File: src/assert_macros.svh
// ----------------------------------------------------------------------------
// assert_macros.svh
// concurrent assertion helpers, compiled out when SYNTH is defined
// ----------------------------------------------------------------------------
`ifndef ASSERT_MACROS_SVH
`define ASSERT_MACROS_SVH
`ifndef SYNTH
// clocked check, switched off while reset is high
`define CDL_ASSERT(label, clk, rst, prop, msg) \
   label: assert property (@(posedge clk) disable iff (rst) (prop)) else $error(msg);
// clocked check that also holds during reset
`define CDL_ASSERT_ALWAYS(label, clk, prop, msg) \
   label: assert property (@(posedge clk) (prop)) else $error(msg);
`else
`define CDL_ASSERT(label, clk, rst, prop, msg)
`define CDL_ASSERT_ALWAYS(label, clk, prop, msg)
`endif
`endif

File: src/cdl_pkg.sv
// ----------------------------------------------------------------------------
// cdl_pkg
// shared constants, command/status types and helpers of the line drawer
// ----------------------------------------------------------------------------
`default_nettype none

package cdl_pkg;

   localparam int COORD_BITS_DEF      = 16;
   localparam int SLOPE_FRAC_BITS_DEF = 16;

   localparam int DIM_W   = 13;
   localparam int PIX_W   = 12;
   localparam int BYTE_W  = 8;
   localparam int COLOR_W = 24;

   localparam logic [DIM_W-1:0]   MAX_EXTENT   = 13'd4096;
   localparam logic [DIM_W-1:0]   WIDTH_RESET  = 13'd640;
   localparam logic [DIM_W-1:0]   HEIGHT_RESET = 13'd480;
   localparam logic [COLOR_W-1:0] COLOR_RESET  = 24'hFFFFFF;

   // register index map
   localparam int CSR_IDX_W = 3;
   localparam logic [CSR_IDX_W-1:0] REG_START_X      = 3'd0;
   localparam logic [CSR_IDX_W-1:0] REG_START_Y      = 3'd1;
   localparam logic [CSR_IDX_W-1:0] REG_END_X        = 3'd2;
   localparam logic [CSR_IDX_W-1:0] REG_END_Y        = 3'd3;
   localparam logic [CSR_IDX_W-1:0] REG_IMAGE_WIDTH  = 3'd4;
   localparam logic [CSR_IDX_W-1:0] REG_IMAGE_HEIGHT = 3'd5;
   localparam logic [CSR_IDX_W-1:0] REG_COLOR_RGB    = 3'd6;

   // controller to datapath
   typedef struct packed {
      logic setup;     // latch axis and divider operands
      logic div_step;  // one quotient bit, refresh bounds
      logic div_last;  // final quotient bit, commit slope
      logic diff;      // offset along the major axis
      logic mul;       // slope times offset
      logic sum;       // add minor start
      logic load_rsp;  // load the result register
      logic pixel;     // result is a drawn step, not a setup/empty one
   } cmd_type;

   // datapath to controller
   typedef struct packed {
      logic degenerate;
      logic active;
   } stat_type;

   function automatic logic [DIM_W-1:0] sat_extent(input logic [DIM_W-1:0] v);
      return (v > MAX_EXTENT) ? MAX_EXTENT : v;
   endfunction

endpackage

`default_nettype wire

File: src/cdl_regs.sv
// ----------------------------------------------------------------------------
// cdl_regs
// configuration register file: endpoints, image size and colour
// ----------------------------------------------------------------------------
`default_nettype none

module cdl_regs #(
   parameter int COORD_BITS = cdl_pkg::COORD_BITS_DEF,
   parameter int CSR_DATA_W = cdl_pkg::COLOR_W
) (
   input  wire logic                               clock,
   input  wire logic                               reset,
   input  wire logic                               csr_wr_en,
   input  wire logic [cdl_pkg::CSR_IDX_W-1:0]      csr_index,
   input  wire logic [CSR_DATA_W-1:0]              csr_wdata,
   output logic signed [COORD_BITS-1:0]            start_x,
   output logic signed [COORD_BITS-1:0]            start_y,
   output logic signed [COORD_BITS-1:0]            end_x,
   output logic signed [COORD_BITS-1:0]            end_y,
   output logic [cdl_pkg::DIM_W-1:0]               image_width,
   output logic [cdl_pkg::DIM_W-1:0]               image_height,
   output logic [cdl_pkg::COLOR_W-1:0]             color_rgb
);

   logic signed [COORD_BITS-1:0]   start_x_ff, start_x_in;
   logic signed [COORD_BITS-1:0]   start_y_ff, start_y_in;
   logic signed [COORD_BITS-1:0]   end_x_ff, end_x_in;
   logic signed [COORD_BITS-1:0]   end_y_ff, end_y_in;
   logic [cdl_pkg::DIM_W-1:0]      width_ff, width_in;
   logic [cdl_pkg::DIM_W-1:0]      height_ff, height_in;
   logic [cdl_pkg::COLOR_W-1:0]    color_ff, color_in;

   always_comb begin
      start_x_in = start_x_ff;
      start_y_in = start_y_ff;
      end_x_in   = end_x_ff;
      end_y_in   = end_y_ff;
      width_in   = width_ff;
      height_in  = height_ff;
      color_in   = color_ff;
      if (csr_wr_en) begin
         unique case (csr_index)
            cdl_pkg::REG_START_X:      start_x_in = csr_wdata[COORD_BITS-1:0];
            cdl_pkg::REG_START_Y:      start_y_in = csr_wdata[COORD_BITS-1:0];
            cdl_pkg::REG_END_X:        end_x_in   = csr_wdata[COORD_BITS-1:0];
            cdl_pkg::REG_END_Y:        end_y_in   = csr_wdata[COORD_BITS-1:0];
            cdl_pkg::REG_IMAGE_WIDTH:  width_in   = csr_wdata[cdl_pkg::DIM_W-1:0];
            cdl_pkg::REG_IMAGE_HEIGHT: height_in  = csr_wdata[cdl_pkg::DIM_W-1:0];
            cdl_pkg::REG_COLOR_RGB:    color_in   = csr_wdata[cdl_pkg::COLOR_W-1:0];
            default: ;
         endcase
      end
   end

   always_ff @(posedge clock) begin
      if (reset) begin
         start_x_ff <= '0;
         start_y_ff <= '0;
         end_x_ff   <= '0;
         end_y_ff   <= '0;
         width_ff   <= cdl_pkg::WIDTH_RESET;
         height_ff  <= cdl_pkg::HEIGHT_RESET;
         color_ff   <= cdl_pkg::COLOR_RESET;
      end else begin
         start_x_ff <= start_x_in;
         start_y_ff <= start_y_in;
         end_x_ff   <= end_x_in;
         end_y_ff   <= end_y_in;
         width_ff   <= width_in;
         height_ff  <= height_in;
         color_ff   <= color_in;
      end
   end

   assign start_x      = start_x_ff;
   assign start_y      = start_y_ff;
   assign end_x        = end_x_ff;
   assign end_y        = end_y_ff;
   assign image_width  = width_ff;
   assign image_height = height_ff;
   assign color_rgb    = color_ff;

endmodule

`default_nettype wire

File: src/cdl_ctrl.sv
// ----------------------------------------------------------------------------
// cdl_ctrl
// sequencer: accepts transactions, runs the slope divider and the step
// pipeline, and owns the result valid flag
// ----------------------------------------------------------------------------
`include "assert_macros.svh"
`default_nettype none

module cdl_ctrl #(
   parameter int SLOPE_FRAC_BITS = cdl_pkg::SLOPE_FRAC_BITS_DEF
) (
   input  wire logic              clock,
   input  wire logic              reset,
   input  wire logic              req_valid,
   output logic                   req_stall,
   input  wire logic              req_restart,
   output logic                   rsp_valid,
   input  wire logic              rsp_stall,
   output cdl_pkg::cmd_type       cmd,
   input  wire cdl_pkg::stat_type stat
);

   localparam int CNT_W = $clog2(SLOPE_FRAC_BITS + 1);
   localparam logic [CNT_W-1:0] DIV_LAST = CNT_W'(SLOPE_FRAC_BITS);

   typedef enum logic [2:0] {
      ST_IDLE,
      ST_DIV,
      ST_MUL,
      ST_SUM,
      ST_EMIT
   } state_type;

   state_type        state_ff, state_in;
   logic [CNT_W-1:0] cnt_ff, cnt_in;
   logic             pixel_ff, pixel_in;
   logic             rsp_valid_ff, rsp_valid_in;
   logic             accept;
   logic             out_free;

   assign req_stall = (state_ff != ST_IDLE);
   assign accept    = req_valid && !req_stall;
   assign out_free  = !rsp_valid_ff || !rsp_stall;
   assign rsp_valid = rsp_valid_ff;

   always_comb begin
      state_in     = state_ff;
      cnt_in       = cnt_ff;
      pixel_in     = pixel_ff;
      rsp_valid_in = rsp_valid_ff && rsp_stall;
      cmd          = '0;
      unique case (state_ff)
         ST_IDLE: begin
            if (accept) begin
               cnt_in = '0;
               if (req_restart) begin
                  cmd.setup = 1'b1;
                  pixel_in  = 1'b0;
                  state_in  = stat.degenerate ? ST_EMIT : ST_DIV;
               end else if (stat.active) begin
                  cmd.diff = 1'b1;
                  pixel_in = 1'b1;
                  state_in = ST_MUL;
               end else begin
                  // no line in progress: empty result
                  pixel_in = 1'b0;
                  state_in = ST_EMIT;
               end
            end
         end
         ST_DIV: begin
            cmd.div_step = 1'b1;
            if (cnt_ff == DIV_LAST) begin
               cmd.div_last = 1'b1;
               state_in     = ST_EMIT;
            end else begin
               cnt_in = cnt_ff + 1'b1;
            end
         end
         ST_MUL: begin
            cmd.mul  = 1'b1;
            state_in = ST_SUM;
         end
         ST_SUM: begin
            cmd.sum  = 1'b1;
            state_in = ST_EMIT;
         end
         ST_EMIT: begin
            if (out_free) begin
               cmd.load_rsp = 1'b1;
               cmd.pixel    = pixel_ff;
               rsp_valid_in = 1'b1;
               state_in     = ST_IDLE;
            end
         end
         default: state_in = ST_IDLE;
      endcase
   end

   always_ff @(posedge clock) begin
      if (reset) begin
         state_ff     <= ST_IDLE;
         cnt_ff       <= '0;
         pixel_ff     <= 1'b0;
         rsp_valid_ff <= 1'b0;
      end else begin
         state_ff     <= state_in;
         cnt_ff       <= cnt_in;
         pixel_ff     <= pixel_in;
         rsp_valid_ff <= rsp_valid_in;
      end
   end

   `CDL_ASSERT(a_accept_leaves_idle, clock, reset, (req_valid && !req_stall) |=> (state_ff != ST_IDLE), "accepted transaction did not start work")
   `CDL_ASSERT(a_div_count_bound, clock, reset, (state_ff == ST_DIV) |-> (cnt_ff <= DIV_LAST), "divider step count overrun")
   `CDL_ASSERT(a_emit_when_free, clock, reset, (state_ff == ST_EMIT && !rsp_valid_ff) |=> (rsp_valid_ff && state_ff == ST_IDLE), "result not issued into empty output register")

endmodule

`default_nettype wire

File: src/cdl_dpath.sv
// ----------------------------------------------------------------------------
// cdl_dpath
// line state, bit-serial slope divider, step multiplier and result register
// ----------------------------------------------------------------------------
`include "assert_macros.svh"
`default_nettype none

module cdl_dpath #(
   parameter int COORD_BITS      = cdl_pkg::COORD_BITS_DEF,
   parameter int SLOPE_FRAC_BITS = cdl_pkg::SLOPE_FRAC_BITS_DEF
) (
   input  wire logic                            clock,
   input  wire logic                            reset,
   input  wire cdl_pkg::cmd_type                cmd,
   output cdl_pkg::stat_type                    stat,
   input  wire logic signed [COORD_BITS-1:0]    start_x,
   input  wire logic signed [COORD_BITS-1:0]    start_y,
   input  wire logic signed [COORD_BITS-1:0]    end_x,
   input  wire logic signed [COORD_BITS-1:0]    end_y,
   input  wire logic [cdl_pkg::DIM_W-1:0]       image_width,
   input  wire logic [cdl_pkg::DIM_W-1:0]       image_height,
   input  wire logic [cdl_pkg::COLOR_W-1:0]     color_rgb,
   output logic [cdl_pkg::PIX_W-1:0]            rsp_pixel_x,
   output logic [cdl_pkg::PIX_W-1:0]            rsp_pixel_y,
   output logic [cdl_pkg::BYTE_W-1:0]           rsp_byte_first,
   output logic [cdl_pkg::BYTE_W-1:0]           rsp_byte_second,
   output logic [cdl_pkg::BYTE_W-1:0]           rsp_byte_third,
   output logic                                 rsp_write,
   output logic                                 rsp_done_res
);

   localparam int C       = COORD_BITS;
   localparam int F       = SLOPE_FRAC_BITS;
   localparam int DIM_W   = cdl_pkg::DIM_W;
   localparam int PIX_W   = cdl_pkg::PIX_W;
   localparam int BYTE_W  = cdl_pkg::BYTE_W;
   localparam int MAG_W   = C + 1;
   localparam int REM_W   = C + 2;
   localparam int Q_W     = F + 1;
   localparam int SLOPE_W = F + 2;
   localparam int POS_W   = ((C > DIM_W) ? C : DIM_W) + 1;
   localparam int OFS_W   = POS_W + 1;
   localparam int PROD_W  = SLOPE_W + OFS_W;
   localparam int SUM_W   = PROD_W + 1;
   localparam int MIN_W   = SUM_W - F;

   localparam logic signed [SLOPE_W-1:0] SLOPE_ONE       = SLOPE_W'(2 ** F);
   localparam logic signed [SLOPE_W-1:0] SLOPE_MINUS_ONE = -SLOPE_ONE;

   // line state
   logic signed [POS_W-1:0]   pos_ff, pos_in;
   logic signed [POS_W-1:0]   limit_ff, limit_in;
   logic signed [SLOPE_W-1:0] slope_ff, slope_in;
   logic                      x_major_ff, x_major_in;
   logic                      active_ff, active_in;

   // divider and step pipeline
   logic [MAG_W-1:0]          den_ff, den_in;
   logic [REM_W-1:0]          rem_ff, rem_in;
   logic [Q_W-1:0]            q_ff, q_in;
   logic                      neg_ff, neg_in;
   logic signed [OFS_W-1:0]   ofs_ff, ofs_in;
   logic signed [PROD_W-1:0]  prod_ff, prod_in;
   logic [SUM_W-1:0]          sum_ff, sum_in;

   // result register
   logic [PIX_W-1:0]          px_ff, px_in;
   logic [PIX_W-1:0]          py_ff, py_in;
   logic [BYTE_W-1:0]         b0_ff, b0_in;
   logic [BYTE_W-1:0]         b1_ff, b1_in;
   logic [BYTE_W-1:0]         b2_ff, b2_in;
   logic                      wr_ff, wr_in;
   logic                      done_ff, done_in;

   // setup
   logic signed [MAG_W-1:0]   dx, dy;
   logic [MAG_W-1:0]          adx, ady;
   logic                      x_major_w;
   logic                      degenerate_w;

   // bounds
   logic signed [C-1:0]       s1_w, e1_w, s2_w;
   logic signed [POS_W-1:0]   s1_p, e1_p, lo_p, hi_p, ext_p;
   logic signed [POS_W-1:0]   pos_w, limit_w;
   logic [DIM_W-1:0]          ext_maj, ext_min;

   // divider
   logic [REM_W-1:0]          den_ext;
   logic                      q_bit;
   logic [REM_W-1:0]          rem_sub;
   logic [Q_W-1:0]            q_next;
   logic [SLOPE_W-1:0]        q_mag;

   // step
   logic signed [PROD_W-1:0]  prod_w;
   logic [MIN_W-1:0]          minor_w;
   logic                      round_up;
   logic                      in_image;
   logic signed [POS_W-1:0]   pos_inc;
   logic                      still_active;

   assign dx = {end_x[C-1], end_x} - {start_x[C-1], start_x};
   assign dy = {end_y[C-1], end_y} - {start_y[C-1], start_y};
   assign adx = dx[MAG_W-1] ? $unsigned(-dx) : $unsigned(dx);
   assign ady = dy[MAG_W-1] ? $unsigned(-dy) : $unsigned(dy);
   assign x_major_w    = (adx >= ady);
   assign degenerate_w = (dx == '0) && (dy == '0);

   // axis selection follows the latched major axis
   assign s1_w    = x_major_ff ? start_x : start_y;
   assign e1_w    = x_major_ff ? end_x : end_y;
   assign s2_w    = x_major_ff ? start_y : start_x;
   assign ext_maj = cdl_pkg::sat_extent(x_major_ff ? image_width : image_height);
   assign ext_min = cdl_pkg::sat_extent(x_major_ff ? image_height : image_width);

   assign s1_p    = {{(POS_W-C){s1_w[C-1]}}, s1_w};
   assign e1_p    = {{(POS_W-C){e1_w[C-1]}}, e1_w};
   assign ext_p   = {{(POS_W-DIM_W){1'b0}}, ext_maj};
   assign lo_p    = (s1_p < e1_p) ? s1_p : e1_p;
   assign hi_p    = (s1_p < e1_p) ? e1_p : s1_p;
   assign pos_w   = lo_p[POS_W-1] ? '0 : lo_p;
   assign limit_w = (hi_p < ext_p) ? hi_p : ext_p;

   // restoring division, one quotient bit per cycle
   assign den_ext = {1'b0, den_ff};
   assign q_bit   = (rem_ff >= den_ext);
   assign rem_sub = q_bit ? (rem_ff - den_ext) : rem_ff;
   assign q_next  = {q_ff[Q_W-2:0], q_bit};
   assign q_mag   = {1'b0, q_next};

   assign prod_w = slope_ff * ofs_ff;

   // truncate toward zero: floor, plus one for a negative sum with a fraction
   assign round_up = sum_ff[SUM_W-1] & (|sum_ff[F-1:0]);
   assign minor_w  = sum_ff[SUM_W-1:F] + {{(MIN_W-1){1'b0}}, round_up};
   assign in_image = !minor_w[MIN_W-1] &&
                     (minor_w[MIN_W-2:0] < {{(MIN_W-1-DIM_W){1'b0}}, ext_min});
   assign pos_inc      = pos_ff + POS_W'(1);
   assign still_active = (pos_inc < limit_ff);

   always_comb begin
      pos_in     = pos_ff;
      limit_in   = limit_ff;
      slope_in   = slope_ff;
      x_major_in = x_major_ff;
      active_in  = active_ff;
      den_in     = den_ff;
      rem_in     = rem_ff;
      q_in       = q_ff;
      neg_in     = neg_ff;
      ofs_in     = ofs_ff;
      prod_in    = prod_ff;
      sum_in     = sum_ff;

      if (cmd.setup) begin
         // no line in progress while the new span and slope are worked out
         active_in = 1'b0;
         if (!degenerate_w) begin
            x_major_in = x_major_w;
            den_in     = x_major_w ? adx : ady;
            rem_in     = {1'b0, (x_major_w ? ady : adx)};
            q_in       = '0;
            neg_in     = dx[MAG_W-1] ^ dy[MAG_W-1];
         end
      end
      if (cmd.div_step) begin
         pos_in   = pos_w;
         limit_in = limit_w;
         rem_in   = {rem_sub[REM_W-2:0], 1'b0};
         q_in     = q_next;
      end
      if (cmd.div_last) begin
         slope_in  = neg_ff ? (~q_mag + 1'b1) : q_mag;
         active_in = (pos_ff < limit_ff);
      end
      if (cmd.diff) begin
         ofs_in = {pos_ff[POS_W-1], pos_ff} - {{(OFS_W-C){s1_w[C-1]}}, s1_w};
      end
      if (cmd.mul) begin
         prod_in = prod_w;
      end
      if (cmd.sum) begin
         sum_in = {{(SUM_W-C-F){s2_w[C-1]}}, s2_w, {F{1'b0}}} +
                  {prod_ff[PROD_W-1], prod_ff};
      end
      if (cmd.load_rsp && cmd.pixel) begin
         pos_in    = pos_inc;
         active_in = still_active;
      end
   end

   always_comb begin
      px_in   = px_ff;
      py_in   = py_ff;
      b0_in   = b0_ff;
      b1_in   = b1_ff;
      b2_in   = b2_ff;
      wr_in   = wr_ff;
      done_in = done_ff;
      if (cmd.load_rsp) begin
         px_in   = '0;
         py_in   = '0;
         b0_in   = '0;
         b1_in   = '0;
         b2_in   = '0;
         wr_in   = 1'b0;
         done_in = !active_ff;
         if (cmd.pixel) begin
            done_in = !still_active;
            if (in_image) begin
               wr_in = 1'b1;
               px_in = x_major_ff ? pos_ff[PIX_W-1:0] : minor_w[PIX_W-1:0];
               py_in = x_major_ff ? minor_w[PIX_W-1:0] : pos_ff[PIX_W-1:0];
               b0_in = color_rgb[BYTE_W-1:0];
               b1_in = color_rgb[2*BYTE_W-1:BYTE_W];
               b2_in = color_rgb[3*BYTE_W-1:2*BYTE_W];
            end
         end
      end
   end

   always_ff @(posedge clock) begin
      if (reset) begin
         pos_ff     <= '0;
         limit_ff   <= '0;
         slope_ff   <= '0;
         x_major_ff <= 1'b1;
         active_ff  <= 1'b0;
      end else begin
         pos_ff     <= pos_in;
         limit_ff   <= limit_in;
         slope_ff   <= slope_in;
         x_major_ff <= x_major_in;
         active_ff  <= active_in;
      end
   end

   always_ff @(posedge clock) begin
      den_ff  <= den_in;
      rem_ff  <= rem_in;
      q_ff    <= q_in;
      neg_ff  <= neg_in;
      ofs_ff  <= ofs_in;
      prod_ff <= prod_in;
      sum_ff  <= sum_in;
      px_ff   <= px_in;
      py_ff   <= py_in;
      b0_ff   <= b0_in;
      b1_ff   <= b1_in;
      b2_ff   <= b2_in;
      wr_ff   <= wr_in;
      done_ff <= done_in;
   end

   assign stat.degenerate = degenerate_w;
   assign stat.active     = active_ff;

   assign rsp_pixel_x     = px_ff;
   assign rsp_pixel_y     = py_ff;
   assign rsp_byte_first  = b0_ff;
   assign rsp_byte_second = b1_ff;
   assign rsp_byte_third  = b2_ff;
   assign rsp_write       = wr_ff;
   assign rsp_done_res    = done_ff;

   `CDL_ASSERT(a_active_in_range, clock, reset, active_ff |-> (pos_ff < limit_ff), "active line with position at or past its limit")
   `CDL_ASSERT(a_slope_bound, clock, reset, (slope_ff <= SLOPE_ONE) && (slope_ff >= SLOPE_MINUS_ONE), "slope magnitude above one")
   `CDL_ASSERT(a_div_remainder, clock, reset, cmd.div_step |-> (rem_ff < (den_ext << 1)), "divider remainder out of range")

endmodule

`default_nettype wire

File: src/clipped_dda_line_drawer_core.sv
// ----------------------------------------------------------------------------
// clipped_dda_line_drawer_core
// clipped DDA line rasteriser with a configured colour and image size
// ----------------------------------------------------------------------------
// A restart transaction latches the major axis, the clipped major-axis span
// and a signed slope with SLOPE_FRAC_BITS fraction bits; the slope comes from
// a restoring divider that resolves one quotient bit a cycle, and the restart
// result is loaded into the output register after the last quotient bit
// (straight after acceptance for a line with equal endpoints). Each advance
// transaction on an active line runs acceptance with the offset, slope
// multiply, sum, then truncation and clipping into the output register; an
// advance with no line in progress goes straight to the output register.
// The input is stalled after acceptance until the result is loaded, and the
// load is held for as long as the previous result is still stalled. The
// result register lets the next transaction be accepted while a result is
// still stalled. Endpoints, image size and colour are read live at each
// step; only slope, axis, position and limit are held from the restart.
// ----------------------------------------------------------------------------
`default_nettype none

module clipped_dda_line_drawer_core #(
   parameter int COORD_BITS      = cdl_pkg::COORD_BITS_DEF,
   parameter int SLOPE_FRAC_BITS = cdl_pkg::SLOPE_FRAC_BITS_DEF,
   parameter int CSR_DATA_W      = (COORD_BITS > cdl_pkg::COLOR_W) ?
                                   COORD_BITS : cdl_pkg::COLOR_W
) (
   input  wire logic                           clock,
   input  wire logic                           reset,
   input  wire logic                           req_valid,
   output logic                                req_stall,
   input  wire logic                           req_restart,
   output logic                                rsp_valid,
   input  wire logic                           rsp_stall,
   output logic [cdl_pkg::PIX_W-1:0]           rsp_pixel_x,
   output logic [cdl_pkg::PIX_W-1:0]           rsp_pixel_y,
   output logic [cdl_pkg::BYTE_W-1:0]          rsp_byte_first,
   output logic [cdl_pkg::BYTE_W-1:0]          rsp_byte_second,
   output logic [cdl_pkg::BYTE_W-1:0]          rsp_byte_third,
   output logic                                rsp_write,
   output logic                                rsp_done_res,
   input  wire logic                           csr_wr_en,
   input  wire logic [cdl_pkg::CSR_IDX_W-1:0]  csr_index,
   input  wire logic [CSR_DATA_W-1:0]          csr_wdata
);

   logic signed [COORD_BITS-1:0]   start_x, start_y, end_x, end_y;
   logic [cdl_pkg::DIM_W-1:0]      image_width, image_height;
   logic [cdl_pkg::COLOR_W-1:0]    color_rgb;
   cdl_pkg::cmd_type               cmd;
   cdl_pkg::stat_type              stat;

   cdl_regs #(
      .COORD_BITS (COORD_BITS),
      .CSR_DATA_W (CSR_DATA_W)
   ) u_regs (
      .clock        (clock),
      .reset        (reset),
      .csr_wr_en    (csr_wr_en),
      .csr_index    (csr_index),
      .csr_wdata    (csr_wdata),
      .start_x      (start_x),
      .start_y      (start_y),
      .end_x        (end_x),
      .end_y        (end_y),
      .image_width  (image_width),
      .image_height (image_height),
      .color_rgb    (color_rgb)
   );

   cdl_ctrl #(
      .SLOPE_FRAC_BITS (SLOPE_FRAC_BITS)
   ) u_ctrl (
      .clock       (clock),
      .reset       (reset),
      .req_valid   (req_valid),
      .req_stall   (req_stall),
      .req_restart (req_restart),
      .rsp_valid   (rsp_valid),
      .rsp_stall   (rsp_stall),
      .cmd         (cmd),
      .stat        (stat)
   );

   cdl_dpath #(
      .COORD_BITS      (COORD_BITS),
      .SLOPE_FRAC_BITS (SLOPE_FRAC_BITS)
   ) u_dpath (
      .clock           (clock),
      .reset           (reset),
      .cmd             (cmd),
      .stat            (stat),
      .start_x         (start_x),
      .start_y         (start_y),
      .end_x           (end_x),
      .end_y           (end_y),
      .image_width     (image_width),
      .image_height    (image_height),
      .color_rgb       (color_rgb),
      .rsp_pixel_x     (rsp_pixel_x),
      .rsp_pixel_y     (rsp_pixel_y),
      .rsp_byte_first  (rsp_byte_first),
      .rsp_byte_second (rsp_byte_second),
      .rsp_byte_third  (rsp_byte_third),
      .rsp_write       (rsp_write),
      .rsp_done_res    (rsp_done_res)
   );

endmodule

`default_nettype wire

File: config.mk
export PLATFORM = sky130hd
export DESIGN_NAME = clipped_dda_line_drawer_core
export DESIGN_NICKNAME = d
export VERILOG_FILES = /design/src/cdl_pkg.sv /design/src/cdl_regs.sv /design/src/cdl_ctrl.sv /design/src/cdl_dpath.sv /design/src/clipped_dda_line_drawer_core.sv
export VERILOG_INCLUDE_DIRS = /design/src /design/src/src
export SDC_FILE = /design/constraint.sdc
export NUM_CORES = 2
export LEC_CHECK = 0
export BUFFER_PORTS_ARGS = -buffer_cell sky130_fd_sc_hd__clkbuf_2
export CAP_MARGIN = 20
export CORE_ASPECT_RATIO = 0.75
export CORE_MARGIN = 5
export CORE_UTILIZATION = 35
export DETAILED_ROUTE_END_ITERATION = 10
export SYNTH_ARGS = -nofsm -noshare
export SYNTH_HDL_FRONTEND = slang
export SYNTH_HIERARCHICAL = 1
export SYNTH_SLANG_ARGS = --single-unit
File: constraint.sdc
create_clock -name clock -period 18.89 [get_ports clock]
set_clock_uncertainty 0.1 [all_clocks]
set_input_delay 3.778 -clock clock [delete_from_list [all_inputs] [get_ports clock]]
set_output_delay 3.778 -clock clock [all_outputs]
set_load 0.01 [all_outputs]
# --- Word-level counts from Yosys, hierarchy flattened ---
# Index checks and enable logic that the tools add are counted.
totals:
  mem_bits_ro: 0
  register_bits: 371
  output_inout_bits: 52
  word_cells: 164
  ram_bits: 0
  latch_bits: 0
  mem_count: 0
classes:
  multipliers: 1
  n_eq_ne: 16
  div: 0
  n_lt_le_gt_ge: 9
  n_bitwise: 4
  muxes: 57
  reduce_logical: 35
  add_sub_neg: 11
  n_shift: 0
ops:
  columns: ["cell", "count"]
  rows:
  - ["$mux 17", 10]
  - ["$mux 16", 7]
  - ["$mux 18", 4]
  - ["$mux 13", 4]
  - ["$add 32x36->37", 1]
  - ["$mul 18x18->36", 1]
  - ["$logic_not 17->1", 2]
  - ["$lt 17x17->1", 2]
  - ["$neg 17->17", 2]
  - ["$sub 16x16->17", 2]
  - ["$gt 13x13->1 const B", 2]
  - ["$mux 12", 2]
  - ["$reduce_and 2->1", 11]
  - ["$add 21x1->21", 1]
  - ["$lt 20x13->1", 1]
  - ["$add 18x1->18 const B", 1]
  - ["$ge 18x17->1", 1]
  - ["$mux 3", 6]
  - ["$not 17->18", 1]
  - ["$sub 17x16->18", 1]
  - ["$add 17x2->17 const B", 1]
  - ["$ge 17x17->1", 1]
  - ["$lt 17x14->1", 1]
  - ["$mux 1", 17]
  - ["other kinds (24)", 51]

# --- Logic depth before layout (Yosys ltp) ---
logic_depth:
  ltp_word: 8
  mapped_depth: 31
  ltp_nobuf: 27

# --- Hierarchy ---
# Netlist, hierarchy kept.
by_module_without_submodules:
  columns: ["mod", "cells_per_inst", "n_inst", "area_each_um2"]
  rows:
  - ["cdl_dpath", 3366, 1, 30633.1]
  - ["cdl_regs", 421, 1, 4473.0]
  - ["cdl_ctrl", 71, 1, 583.1]

# --- Worst setup path before layout ---
# No wires, ideal clock.
synth_timing:
  kind: "in2reg"
  startpoint: "input port rsp_stall"
  endpoint: "register u_dpath.pos_ff[2]"
  slack_ns: 11.096
  path_stages: 7
  t_arrival_ns: 7.616
  t_required_ns: 18.712
  path_buffers: 0
  path_cell_list: "a21oi_1 nand2_1 nand2_1 a21oi_1 nor4_1 a21oi_1 nor3_1"
synth_via:
  elab_chain_len: 6
synth_lines:
  columns: ["item", "line", "rtl"]
  rows:
  - ["start, declared", "clipped_dda_line_drawer_core.sv:33", "input wire logic rsp_stall,"]
  - ["$logic_not 1->1 *", "cdl_ctrl.sv:43", "assign out_free = !rsp_valid_ff || !rsp_stall;"]
  - ["$logic_or 1x1->1 *", "cdl_ctrl.sv:43", null]
  - ["$mux 2 *", "cdl_ctrl.sv:89", "if (out_free) begin"]
  - ["$mux 2 *", "cdl_ctrl.sv:52", "unique case (state_ff)"]
  - ["$logic_and 1x1->1 *", "cdl_dpath.sv:186", "if (cmd.load_rsp && cmd.pixel) begin"]
  - ["$mux 17 or $reduce_bool 2->1 (tied branches)", null, null]
  - ["end signal, assigned", "cdl_dpath.sv:230", "pos_ff <= pos_in;"]
  - ["end, declared", "cdl_dpath.sv:51", "logic signed [POS_W-1:0] pos_ff, pos_in;"]
# Every way passes the cells marked *; elsewhere a longest branch is shown, timed or not.
# A chain may end at the register's enable or synchronous reset.

# --- Worst setup path in the final report ---
layout_timing:
  startpoint: "register u_dpath.x_major_ff"
  endpoint: "register u_dpath.limit_ff[12]"
layout_via:
  elab_chain_len: 5
layout_lines:
  columns: ["item", "line", "rtl"]
  rows:
  - ["start, declared", "cdl_dpath.sv:54", "logic x_major_ff, x_major_in;"]
  - ["start signal, assigned", "cdl_dpath.sv:233", "x_major_ff <= x_major_in;"]
  - ["$mux 16, or another cell as far along", "cdl_dpath.sv:110", "assign s1_w = x_major_ff ? start_x : start_y;"]
  - ["$lt 16x16->1 or $gt 13x13->1 (tied branches)", "cdl_dpath.sv:120, cdl_pkg.sv:51", null]
  - ["$mux 17 or $mux 13 (tied branches)", "cdl_dpath.sv:120, cdl_pkg.sv:51", null]
  - ["$lt 17x14->1", "cdl_dpath.sv:122", "assign limit_w = (hi_p < ext_p) ? hi_p : ext_p;"]
  - ["$mux 17 *", "cdl_dpath.sv:122", null]
  - ["end signal, assigned", "cdl_dpath.sv:231", "limit_ff <= limit_in;"]
  - ["end, declared", "cdl_dpath.sv:52", "logic signed [POS_W-1:0] limit_ff, limit_in;"]
# Marked as above.

==> qor.yml <==
run_status:
  status: "finished, final reports clean"
clock_tree:
  post-cts-setup-buffers: 0
  clock_latency_ps: 600
  clk_pin_slew_worst_paths_ps: 70
  ctsHoldBuffers: 0
  cts_resized: 0
  cts_tree: "done"
  htreeDepth: 2
  cts_made_buffers: 43
  cts_buffer_depth: 3
  root_buffer: "clkbuf_16"
  numClockSinks: 370
power_and_ir_drop:
  switchingPower_uw: 977
  peakVddDrop_mv: 0.0609
  p_leak_uw: 0.0175
  pwr-share-comb_pct: 33.8
  switching_share_pct: 35.9
  p_int_uw: 1750
  power_frac_seq_pct: 35.3
  pwr-share-clk_pct: 30.9
  p_per_area_nw_per_um2: 70.2
detailed_routing:
  wl_um: 96600
  drtAntennaViolNets: 0
  firstDrtPassIters: 5
  drcViolationCount: 0
  vias: 26700
  viasPerCell: 5.12
  drt_iter0_markers: 2243
  wl_per_cell_um: 18.5
floorplan:
  die_h_um: 287
  die_area_um2: 109000
  pin_count: 85
  core_um2: 101000
  fp-row-count: 101
  initial_core_util_pct: 35.3
  dieWidth_um: 379
finish:
  fin_area_um2: 38800
  area_growth_pct: 8.63
  final_common_cell: "inv_1"
  register_area_um2: 9330
  fillers: 10100
  finalNetCount: 4483
  drive_gt1_share_pct: 6.04
  final_cell_mix: "inv_1, fa_1, nand2_1"
  multi_input_area_um2: 23600
placed_design:
  dpl_cell_area_um2: 37400
  portBuffers: 84
  place_congestion: 0.925
  dp_hpwl_um: 75500
global_routing:
  antenna_found_initial: 2
  grtUsageTotal_pct: 17.6
  grt_start_max_net_pins: 97
  grt_pass1_vias: 25600
  overflow: 0
  grt_pass1_wl_um: 151000
sta:
  final.setup.tns_ps: 0
  maxSlewViolCount: 0
  fin_crit_sh_pct: 40.0
  worst_pin_slew_ps: 1060
  fin_crit_ps: 7550
  fmax_mhz: 132
  rsz0062_at_grt: "false"
  slew-limit-headroom_pct: 28.4
  final-setup-viol-count: 0
  finalHoldViolations: 0
yosys:
  ys_seq_area_share_pct: 26.1
  synthArstFlopShare_pct: 0
  synth_fp_nets: 4500
  synth_cells: 3858
  ys_warn_count: 6
  syn_avg_cell_area_um2: 9.25
  synth_ff_type: "edfxtp_1"
  ys_ff_latch: 370
  synth_edf_count: 192
  ys_types: 87
  synth.cell_area_um2: 35700
setup_path:
  worstReg2RegStart: "u_dpath/x_major_ff"
  cp_data_arrival_time_ps: 7950
  crit_type: "flop to flop"
  required_ps: 19300
  max_stage_delay_ps: 890
  end_kind: "flop"
  crit_path_start_kind: "flop"
  cp_common_cell: "o21ai_0"
  critPathMaxFanout: 96
  slowest_stage: "buf_4"
  critPathLaunch: "u_dpath/x_major_ff"
hold_path:
  min_path_type: "flop to flop"
  hold_path_startpoint: "u_dpath/prod_ff[11]"
run:
  cap_violations: 0
==> worst max-delay path, delay by kind of cell (launching register included) <==
family / cells / cell delay (ps)
buf+inv: 4 / 1660
compound gates: 15 / 2550
simple gates: 5 / 350
fa+ha+maj: 3 / 1280
flops: 1 / 700
mux: 2 / 750
==> cell usage after synthesis (all sizes together) (23+ instances only) <==
library cell	number	share of area (%)
nor2	258	2.7
nor3	37	0.53
dfxtp	178	10
nand2	311	3.3
o21ai	143	2.0
fa	334	19
a31oi	25	0.44
inv	558	5.9
mux2i	187	5.2
nand2b	143	2.5
a21o	53	1.1
and2	204	3.6
o21a	29	0.61
and3	27	0.47
nor2b	28	0.49
edfxtp	192	16
a21oi	152	2.1
nand4	23	0.40
mux2	26	0.82
a211oi	39	0.85
xor2	59	1.4
xnor2	101	2.5
nand3	42	0.59
ha	275	9.6
clkbuf	135	1.4
buf	37	0.56
==> per-layer routing <==
| layer | track usage (%) | share of wire, % | up-vias | routed length [um] |
|---|---|---|---|---|
| met5 | 0 | 0 | - | 0 |
| met4 | 2.48 | 1.3 | 0 | 1220 |
| met3 | 3.71 | 7.9 | 80 | 7630 |
| met2 | 23.5 | 39 | 829 | 37600 |
| met1 | 29.0 | 52 | 13000 | 50100 |
| li1 | - | - | 12800 | - |
==> cell type report <==
type	instances	area share (%)
clock buffers	60	3.07
diodes	1	0.00645
flip-flops and latches	370	24.1
multi-input cells	2757	60.9
inverters	559	5.41
repair buffers	110	1.60
well taps	1339	4.32
clock inverters	20	0.571
==> path summary, 6_finish.rpt <==
| kind | end | slack, ps | cells after the start |
|---|---|---|---|
| setup / recovery | u_dpath/limit_ff[12] | 11340 | 29 |
| hold reg to reg | u_dpath/sum_ff[11] | 320 | 0 |
| setup reg to reg | u_dpath/limit_ff[12] | 11340 | 29 |
| hold / removal | u_dpath/sum_ff[11] | 320 | 0 |
==> cells by family after synthesis <==
family                     share of synthesized area (%)
AOI/OAI and AO/OA                                   11.0
xor gates and xnor gates                            3.93
adders and majority gates                           28.4
buffers and inverters                               7.86
DFF                                                 26.1
muxes                                               6.07
and+or+nand+nor                                     16.7
==> state kept, by name, indices dropped and copies added, names as in the netlist, 17 cells and up <==
register / flops
u_dpath/den_ff: 17
u_dpath/pos_ff: 17
u_dpath/slope_ff: 18
u_dpath/rem_ff: 18
u_dpath/sum_ff: 37
u_dpath/ofs_ff: 18
u_regs/color_rgb: 24
u_dpath/prod_ff: 36
==> through the flow <==
| stage | hold WS (ps) | util [%] | setup WS (ps) | std cells | power, uW |
|---|---|---|---|---|---|
| final | 316 | 38.3 | 11340 | 5216 | 2720 |
| after global routing | 325 | 38.3 | 10840 | 5215 | 2880 |
| after CTS | 313 | 38.3 | 11530 | 5215 | 2730 |
| after detailed placement | 305 | 36.9 | 11520 | 5135 | 1880 |
| after global placement | 302 | 36.9 | 11640 | 5134 | 1870 |
| after floorplan | 300 | - | 11100 | 3858 | 1640 |
==> power groups by stage <==
stage / sequential [uW] / combinational, uW / clock (uW)
after CTS: 962 / 906 / 865
after global placement: 978 / 893 / 0
after floorplan: 966 / 673 / 0
after detailed placement: 978 / 900 / 0
final: 962 / 919 / 841
after global routing: 968 / 1010 / 902
No activity file was read; power rests on OpenSTA's default activity.
